--- config.mk ---
export PLATFORM = sky130hd
export DESIGN_NAME = button_press_mode_controller
export DESIGN_NICKNAME = d
export VERILOG_FILES = /design/src/hw/rtl/bpmc_pkg.sv /design/src/hw/rtl/bpmc_cfg.sv /design/src/hw/rtl/bpmc_core.sv /design/src/hw/rtl/button_press_mode_controller.sv
export VERILOG_INCLUDE_DIRS = /design/src /design/src/hw/rtl
export SDC_FILE = /design/constraint.sdc
export NUM_CORES = 1
export LEC_CHECK = 0
export CAP_MARGIN = 20
export CORE_ASPECT_RATIO = 1.4
export CORE_MARGIN = 2
export CORE_UTILIZATION = 30
export CTS_BUF_LIST = sky130_fd_sc_hd__clkbuf_16
export DETAILED_ROUTE_END_ITERATION = 10
export DONT_BUFFER_PORTS = 1
export GPL_TIMING_DRIVEN = 0
export SETUP_SLACK_MARGIN = 0.5
export SYNTH_ARGS = -nofsm -noshare
export SYNTH_HDL_FRONTEND = slang
export SYNTH_SLANG_ARGS = --single-unit
--- constraint.sdc ---
create_clock -name clk -period 6.1 [get_ports clk]
set_clock_uncertainty 0.15 [all_clocks]
set_input_delay 0 -clock clk [delete_from_list [all_inputs] [get_ports clk]]
set_output_delay 0 -clock clk [all_outputs]
set_load 0.03 [all_outputs]
--- src/hw/rtl/button_press_mode_controller_macros.svh ---
// Assertion helpers shared by bpmc_core and the top-level controller.
`ifndef BUTTON_PRESS_MODE_CONTROLLER_MACROS_SVH
`define BUTTON_PRESS_MODE_CONTROLLER_MACROS_SVH

// Check a property on every rising edge outside reset.
`define BPMC_ASSERT(label, prop, msg) \
	label: assert property (@(posedge clk) disable iff (!arst_n) (prop)) else $error(msg);

// Check a property on every rising edge, reset included.
`define BPMC_ASSERT_ALWAYS(label, prop, msg) \
	label: assert property (@(posedge clk) (prop)) else $error(msg);

`endif

--- src/hw/rtl/bpmc_pkg.sv ---
package bpmc_pkg;

	// Timer and register widths
	localparam int TIMER_WIDTH = 16;
	localparam int CFG_WIDTH   = 16;
	localparam int CFG_IDX_W   = 2;
	localparam int CMP_WIDTH   = (TIMER_WIDTH > CFG_WIDTH) ? TIMER_WIDTH : CFG_WIDTH;

	typedef logic [TIMER_WIDTH-1:0] timer_t;
	typedef logic [CFG_WIDTH-1:0]   cfg_val_t;
	typedef logic [CMP_WIDTH-1:0]   cmp_t;
	typedef logic [CFG_IDX_W-1:0]   cfg_idx_t;

	localparam timer_t TIMER_MAX = {TIMER_WIDTH{1'b1}};

	// Register indexes and reset values
	localparam cfg_idx_t CFG_NOISE  = 2'd0;
	localparam cfg_idx_t CFG_SHORT  = 2'd1;
	localparam cfg_idx_t CFG_LONG   = 2'd2;
	localparam cfg_idx_t CFG_WINDOW = 2'd3;

	localparam cfg_val_t NOISE_RST  = 16'd25;
	localparam cfg_val_t SHORT_RST  = 16'd500;
	localparam cfg_val_t LONG_RST   = 16'd2000;
	localparam cfg_val_t WINDOW_RST = 16'd800;

	typedef enum logic [2:0] {
		EV_NONE        = 3'd0,
		EV_FIRST_SHORT = 3'd1,
		EV_RADIO       = 3'd2,
		EV_MEASURE     = 3'd3,
		EV_POWER_OFF   = 3'd4
	} event_t;

	typedef enum logic [1:0] {
		LED_OFF   = 2'd0,
		LED_BLUE  = 2'd1,
		LED_GREEN = 2'd2,
		LED_RED   = 2'd3
	} led_t;

	typedef enum logic [1:0] {
		RADIO_BLE      = 2'd0,
		RADIO_DIRECT64 = 2'd1,
		RADIO_DIRECT32 = 2'd2
	} radio_t;

	typedef enum logic {
		MEAS_ECG = 1'b0,
		MEAS_EMG = 1'b1
	} meas_t;

	typedef struct packed {
		cfg_val_t noise_limit;
		cfg_val_t short_limit;
		cfg_val_t long_limit;
		cfg_val_t double_window;
	} cfg_t;

	typedef struct packed {
		led_t   led_color;
		logic   led_override;
		event_t event_code;
		radio_t radio_sel;
		meas_t  measure_mode;
	} result_t;

	// Saturating increment of a timer
	function automatic timer_t sat_inc(input timer_t v);
		return (v == TIMER_MAX) ? TIMER_MAX : v + timer_t'(1);
	endfunction

	function automatic cmp_t tmr_to_cmp(input timer_t v);
		return cmp_t'(v);
	endfunction

	function automatic cmp_t cfg_to_cmp(input cfg_val_t v);
		return cmp_t'(v);
	endfunction

endpackage

--- src/hw/rtl/bpmc_cfg.sv ---
module bpmc_cfg
	import bpmc_pkg::*;
(
	input  logic     clk,
	input  logic     arst_n,
	input  logic     cfg_wr_en,
	input  cfg_idx_t cfg_index,
	input  cfg_val_t cfg_data,
	output cfg_t     cfg
);

	cfg_t cfg_q;

	// Write the addressed limit register
	always_ff @(posedge clk or negedge arst_n) begin
		if (!arst_n) begin
			cfg_q.noise_limit   <= NOISE_RST;
			cfg_q.short_limit   <= SHORT_RST;
			cfg_q.long_limit    <= LONG_RST;
			cfg_q.double_window <= WINDOW_RST;
		end else if (cfg_wr_en) begin
			case (cfg_index)
				CFG_NOISE:  cfg_q.noise_limit   <= cfg_data;
				CFG_SHORT:  cfg_q.short_limit   <= cfg_data;
				CFG_LONG:   cfg_q.long_limit    <= cfg_data;
				CFG_WINDOW: cfg_q.double_window <= cfg_data;
				default:    cfg_q <= cfg_q;
			endcase
		end
	end

	assign cfg = cfg_q;

endmodule

--- src/hw/rtl/bpmc_core.sv ---
module bpmc_core
	import bpmc_pkg::*;
(
	input  logic    clk,
	input  logic    arst_n,
	input  logic    fire,
	input  logic    level,
	input  cfg_t    cfg,
	output result_t res
);

	`include "button_press_mode_controller_macros.svh"

	logic   was_q;
	timer_t hold_q;
	timer_t since_q;
	logic   armed_q;
	radio_t radio_q;
	meas_t  measure_q;
	led_t   color_q;

	logic   was_n;
	timer_t hold_n;
	timer_t since_n;
	logic   armed_n;
	radio_t radio_n;
	meas_t  measure_n;
	led_t   color_n;
	event_t event_n;
	timer_t len;
	cmp_t   hold_c;
	cmp_t   len_c;
	cmp_t   noise_c;
	cmp_t   short_c;
	cmp_t   long_c;
	cmp_t   window_c;

	assign noise_c  = cfg_to_cmp(cfg.noise_limit);
	assign short_c  = cfg_to_cmp(cfg.short_limit);
	assign long_c   = cfg_to_cmp(cfg.long_limit);
	assign window_c = cfg_to_cmp(cfg.double_window);
	assign len      = sat_inc(hold_q);
	assign len_c    = tmr_to_cmp(len);
	assign hold_n   = level ? (was_q ? sat_inc(hold_q) : '0) : hold_q;
	assign hold_c   = tmr_to_cmp(hold_n);

	// Next state for one tick
	always_comb begin
		was_n     = was_q;
		since_n   = sat_inc(since_q);
		armed_n   = armed_q;
		radio_n   = radio_q;
		measure_n = measure_q;
		color_n   = color_q;
		event_n   = EV_NONE;
		if (level) begin
			was_n = 1'b1;
			if (hold_c > noise_c && hold_c < short_c)
				color_n = LED_BLUE;
			if (hold_c > short_c && hold_c < long_c)
				color_n = LED_GREEN;
			if (hold_c > long_c)
				color_n = LED_RED;
		end else if (was_q) begin
			was_n = 1'b0;
			if (len_c > noise_c) begin
				if (len_c < short_c) begin
					if (!armed_q || tmr_to_cmp(since_n) > window_c) begin
						armed_n = 1'b1;
						since_n = '0;
						event_n = EV_FIRST_SHORT;
					end else begin
						armed_n = 1'b0;
						case (radio_q)
							RADIO_BLE:      radio_n = RADIO_DIRECT64;
							RADIO_DIRECT64: radio_n = RADIO_DIRECT32;
							default:        radio_n = RADIO_BLE;
						endcase
						event_n = EV_RADIO;
					end
				end else if (len_c < long_c) begin
					measure_n = meas_t'(~measure_q);
					event_n   = EV_MEASURE;
				end else begin
					event_n = EV_POWER_OFF;
				end
			end
		end
	end

	// Advance state on each processed tick
	always_ff @(posedge clk or negedge arst_n) begin
		if (!arst_n) begin
			was_q     <= 1'b0;
			hold_q    <= '0;
			since_q   <= '0;
			armed_q   <= 1'b0;
			radio_q   <= RADIO_BLE;
			measure_q <= MEAS_ECG;
			color_q   <= LED_OFF;
		end else if (fire) begin
			was_q     <= was_n;
			hold_q    <= hold_n;
			since_q   <= since_n;
			armed_q   <= armed_n;
			radio_q   <= radio_n;
			measure_q <= measure_n;
			color_q   <= color_n;
		end
	end

	assign res.led_color    = color_n;
	assign res.led_override = level;
	assign res.event_code   = event_n;
	assign res.radio_sel    = radio_n;
	assign res.measure_mode = measure_n;

	`BPMC_ASSERT(a_radio_hold, fire && event_n != EV_RADIO |=> $stable(radio_q), "radio moved")
	`BPMC_ASSERT(a_meas_hold, fire && event_n != EV_MEASURE |=> $stable(measure_q), "measure moved")
	`BPMC_ASSERT(a_idle_hold, !fire |=> $stable({was_q, hold_q, since_q}), "state moved idle")
	`BPMC_ASSERT(a_radio_legal, radio_q <= RADIO_DIRECT32, "radio mode reached unused code")

endmodule

--- src/hw/rtl/button_press_mode_controller.sv ---
// Button press mode controller. Each transfer on the input channel is one
// millisecond tick with the sampled button level; each tick yields exactly one
// result transfer with the indicator colour, override flag, press event and the
// current radio and measurement modes. The block takes one tick per clock
// cycle unless out_stall holds a waiting result: a tick sits in the input
// register after its transfer, is evaluated against the limit registers in a
// single pass, and its result loads the output register when the tick
// advances. The output register lets a new tick enter while a result waits;
// when both are full, in_stall follows out_stall. Limit registers take effect
// on the next tick after a write.
module button_press_mode_controller
	import bpmc_pkg::*;
(
	input  logic        clk,
	input  logic        arst_n,
	input  logic        cfg_wr_en,
	input  logic [1:0]  cfg_index,
	input  logic [15:0] cfg_data,
	input  logic        in_valid,
	output logic        in_stall,
	input  logic        button_level,
	output logic        out_valid,
	input  logic        out_stall,
	output logic [1:0]  led_color,
	output logic        led_override,
	output logic [2:0]  event_code,
	output logic [1:0]  radio_mode_out,
	output logic        measure_mode_out
);

	`include "button_press_mode_controller_macros.svh"

	cfg_t    cfg;
	result_t res;
	logic    valid_s1;
	logic    level_s1;
	logic    adv_s1;
	logic    in_fire;
	logic    out_valid_q;
	result_t res_q;

	assign adv_s1   = valid_s1 && (!out_valid_q || !out_stall);
	assign in_stall = valid_s1 && !adv_s1;
	assign in_fire  = in_valid && !in_stall;

	bpmc_cfg u_cfg (
		.clk       (clk),
		.arst_n    (arst_n),
		.cfg_wr_en (cfg_wr_en),
		.cfg_index (cfg_idx_t'(cfg_index)),
		.cfg_data  (cfg_val_t'(cfg_data)),
		.cfg       (cfg)
	);

	bpmc_core u_core (
		.clk    (clk),
		.arst_n (arst_n),
		.fire   (adv_s1),
		.level  (level_s1),
		.cfg    (cfg),
		.res    (res)
	);

	// Hold the accepted tick until it is evaluated
	always_ff @(posedge clk or negedge arst_n) begin
		if (!arst_n) begin
			valid_s1 <= 1'b0;
		end else if (in_fire) begin
			valid_s1 <= 1'b1;
		end else if (adv_s1) begin
			valid_s1 <= 1'b0;
		end
	end

	always_ff @(posedge clk) begin
		if (in_fire) begin
			level_s1 <= button_level;
		end
	end

	// Drop the result once transferred, load a new one on advance
	always_ff @(posedge clk or negedge arst_n) begin
		if (!arst_n) begin
			out_valid_q <= 1'b0;
		end else if (adv_s1) begin
			out_valid_q <= 1'b1;
		end else if (!out_stall) begin
			out_valid_q <= 1'b0;
		end
	end

	always_ff @(posedge clk) begin
		if (adv_s1) begin
			res_q <= res;
		end
	end

	assign out_valid        = out_valid_q;
	assign led_color        = res_q.led_color;
	assign led_override     = res_q.led_override;
	assign event_code       = res_q.event_code;
	assign radio_mode_out   = res_q.radio_sel;
	assign measure_mode_out = res_q.measure_mode;

	`BPMC_ASSERT(a_held_quiet,
		out_valid_q && res_q.led_override |-> res_q.event_code == EV_NONE, "event while held")
	`BPMC_ASSERT(a_result_follows_tick, adv_s1 |=> out_valid_q, "evaluated tick produced no result")
	`BPMC_ASSERT(a_stall_keeps_result,
		out_valid_q && out_stall |=> out_valid_q && $stable(res_q), "stalled result lost")

endmodule
==> impl_metrics.csv <==
group,metric,value,unit
status,status,"finished, final reports clean",
synth,synth_edf_count,10,
die,rows,70,
power_and_ir_drop,p_leak,4.387,nW
synth,ys_types,68,
clock_network,clock_path_buffers,2,
clock_network,cts_made_buffers,17,
die,start_util,30.58,%
clock_network,h-tree-depth,4,
timing,finalCritPeriodShare,86.58,%
power_and_ir_drop,switching_share,31.53,%
synth,yosysSeqAreaShare,36.72,%
critical_path,critPathArrivalTime,5.29,ns
timing,hold_violations,0,
critical_path,startpoint_type,"flop",
die,io_pins,35,
critical_path,rr_worst_depth,14,
timing,setup_viol_count_final,0,
critical_path,cp_max_fo,10,
placement,pre_cts_slack,0.7572,ns
die,die_y,197.6,um
power_and_ir_drop,p_sw,0.8496,mW
clock_network,cts_tree,"built",
synth,synth-main-ff-cell,"dfrtp_1",
placement,dpl.hpwl,17360,um
placement,gp_congestion,0.8589,
critical_path,rr_startpoint,"u_core.hold_q[0]$_DFFE_PN0P_",
global_route,grt_antenna_before_repair,0,
layout,synthToLayoutAreaGrowth,17.46,%
synth,synth_cells,837,
power_and_ir_drop,peakVddDrop,0.1821,mV
die,dieWidth,142.3,um
job,cap_violations,0,
detailed_routing,routed_wl,22270,um
global_route,grt_pass1_wl,35340,um
clock_network,cts_setup_buffers,0,
power_and_ir_drop,combPwrFrac,23.6,%
critical_path,end_kind,"flop",
global_route,grt_pass1_vias,6819,
timing,fmax,189.4,MHz
synth,yosys_warnings,0,
worst_hold_path,min_path_type,"input port to flop",
detailed_routing,vias,6457,
global_route,grtUsageTotal,16.40,%
critical_path,rrSetupSlack,0.82,ns
detailed_routing,final_antenna_net_count,0,
global_route,grt-ovfl-total,0,
power_and_ir_drop,power_density,285.5,nW/um^2
detailed_routing,wl_per_cell,18.15,um
timing,final_max_slew_viol_count,0,
power_and_ir_drop,intPower,1.845,mW
timing,tightest_slew,0.9398,ns
global_route,grt_max_degree,106,
layout,fillers,2651,
detailed_routing,first_iter_violations,206,
detailed_routing,firstDrtPassIters,5,
timing,setup_ws,0.8189,ns
worst_hold_path,whs_path_depth,3,
die,die-area,28120,um^2
timing,period_needed,5.281,ns
layout,drive_above_1_share,13.18,%
critical_path,critPathKind,"flop to flop",
clock_network,clock_sinks,115,
layout,n_antenna_cell,0,
power_and_ir_drop,power_frac_clock,39.7,%
synth,synth.avg_cell_area,9.599,um^2
detailed_routing,viasPerCell,5.262,
critical_path,reg2reg_to,"radio_mode_out[1]$_DFFE_PP_",
detailed_routing,drc_errors,0,
synth,synth_fp_nets,970,
synth,ys_ff_latch,115,
timing,finalSetupTns,0,ns
critical_path,cp.required,6.11,ns
die,core_area,26280,um^2
clock_network,ctsRootBufferMaster,"clkbuf_16",
placement,port_buffers,0,
worst_hold_path,min_to,"u_cfg.cfg[56]$_DFFE_PN0P_",
timing,rsz0062_at_grt,"false",
layout,fin_nets,1023,
synth,ys_async_sr_fraction,91.30,%
clock_network,clkTransAtPathRegs,0.06,ns
synth,syn_area,8034,um^2
clock_network,clock_latency,0.43,ns
worst_hold_path,hold_start,"cfg_index[0]",
power_and_ir_drop,seqPwrFrac,36.7,%
timing,relSlewSlack,35.73,%
==> final cells by class <==
type	count	area (um^2)	share of cell area [%]
Inverter	83	311.5	3.302
Timing Repair Buffer	34	357.8	3.792
Tap cell	324	405.4	4.296
Multi-Input combinational cell	618	4697	49.77
Sequential cell	115	2950	31.26
Clock buffer	18	450.4	4.773
Clock inverter	14	176.4	1.870
Buffer	21	87.58	0.9281
==> cell usage after synthesis, types with 5 or more instances <==
cell / n / area share (%)
ha_1: 109 / 17
nand2_1: 89 / 4.2
dfrtp_1: 87 / 27
inv_1: 83 / 3.9
o21ai_0: 57 / 3.6
mux2_2: 54 / 7.6
nand3_1: 42 / 2.6
a21oi_1: 40 / 2.5
nor2_1: 27 / 1.3
clkbuf_1: 19 / 0.89
dfstp_2: 18 / 5.9
nand4_1: 17 / 1.3
a22o_1: 16 / 1.7
and3_1: 14 / 1.1
xnor2_1: 13 / 1.4
edfxtp_1: 10 / 3.7
o21a_1: 9 / 0.84
xor2_1: 9 / 0.98
a21o_1: 7 / 0.65
nand3b_1: 7 / 0.65
nor3_1: 7 / 0.44
a211oi_1: 6 / 0.56
and2_1: 6 / 0.47
nand2b_1: 6 / 0.47
nor4_1: 6 / 0.47
mux2_1: 5 / 0.70
o211ai_1: 5 / 0.47
o22ai_1: 5 / 0.39
==> cells in the final DEF (no fill, tap or decap), types with 7 or more instances in the layout <==
master         Yosys  layout
o21ai_0           57      57
nand2_1           89      89
o21a_1             9       9
and3_1            14      14
mux2_2            54      54
xnor2_1           13      13
a22o_1            16      16
nand3_1           42      42
nor2_1            27      27
nand4_1           17      17
edfxtp_1          10      10
nor3_1             7       7
a21o_1             7       7
inv_1             83      84
ha_1             109     109
clkbuf_16          0      18
nand3b_1           7       7
dfrtp_1           87      87
dfstp_2           18      18
a21oi_1           40      40
clkbuf_1          19      19
dlygate4sd3_1      0      33
xor2_1             9       9
==> what timing repair did <==
item | CTS | global route
endpoints found under the setup margin | 0 | 1
endpoints found under the hold margin | 179 | 0
hold buffers | 34 | 0
gates resized for setup | 0 | 1
==> metrics by stage <==
step	instance area, um^2	hold slack, ns	utilization [%]	power (mW)	instances
after global placement	8439	-0.4386	32.12	1.569	1161
after global routing	9437	0.02029	35.91	2.838	1227
after CTS	9424	0.0004942	35.87	2.716	1227
final	9437	0.02141	35.91	2.694	1227
after detailed placement	8439	-0.4395	32.12	1.588	1161
after floorplan	8034	-0.4456	-	1.423	837
==> metal layers <==
| metal | track usage [%] | vias up | routed length (um) |
|---|---|---|---|
| met5 | 0 | - | 0 |
| met4 | 8.618 | 0 | 999 |
| met3 | 2.691 | 55 | 615 |
| met2 | 31.28 | 120 | 12150 |
| met1 | 16.97 | 3135 | 8503 |
| li1 | - | 3147 | - |
==> worst max-delay path by stage <==
stage	cells after the start	slack (ns)	end	startpoint
6_report	14	0.82	radio_mode_out[1]$_DFFE_PP_	u_core.hold_q[0]$_DFFE_PN0P_
5_1_grt	16	0.57	led_color[0]$_DFFE_PP_	u_core.hold_q[0]$_DFFE_PN0P_
4_1_cts	16	0.75	led_color[0]$_DFFE_PP_	u_core.hold_q[0]$_DFFE_PN0P_
3_5_place_dp	16	0.76	led_color[0]$_DFFE_PP_	u_core.hold_q[0]$_DFFE_PN0P_
2_1_floorplan	15	1.99	radio_mode_out[0]$_DFFE_PP_	u_core.since_q[0]$_DFFE_PN0P_
3_3_place_gp	16	0.81	led_color[0]$_DFFE_PP_	u_core.hold_q[0]$_DFFE_PN0P_
==> power groups by stage <==
stage	registers (mW)	logic [mW]	clock network [mW]
5_1_grt	1.00	0.718	1.12
6_report	0.988	0.637	1.07
2_1_floorplan	0.976	0.447	0
3_5_place_dp	0.999	0.589	0
4_1_cts	0.988	0.639	1.09
3_3_place_gp	0.995	0.573	0
==> cells by family (layout without fill, tap and decap cells) <==
family	Yosys count	count (layout)	share of synthesized area [%]
AOI/OAI and AO/OA	181	181	14.98
xor gates and xnor gates	22	22	2.398
adders and majority gates	109	109	16.98
buffers and inverters	104	170	4.968
DFF	115	115	36.72
muxes	63	63	8.768
and+or+nand+nor	243	243	15.18
==> registers in the layout, indices dropped and copies added, names as in the netlist, 2 cells and up <==
register / cells
u_cfg.cfg: 64
u_core.hold_q: 16
u_core.since_q: 16
event_code: 3
led_color: 2
radio_mode_out: 2
u_core.color_q: 2
u_core.radio_q: 2
==> worst max-delay path, cell delays in order, from the launching register on <==
cell and delay [ns]:
dfrtp_1 0.52, ha_1 0.32, nand4_2 0.20, nor3_4 0.45, nand2_2 0.28, clkbuf_1 0.35
nand2_1 0.33, ha_1 0.21, nand4_1 0.14, nor4_1 0.70, nor3_1 0.16, o21ai_0 0.49
a21oi_4 0.14, nand3b_1 0.19, mux2_1 0.36
(Power assumes the default switching activity.)
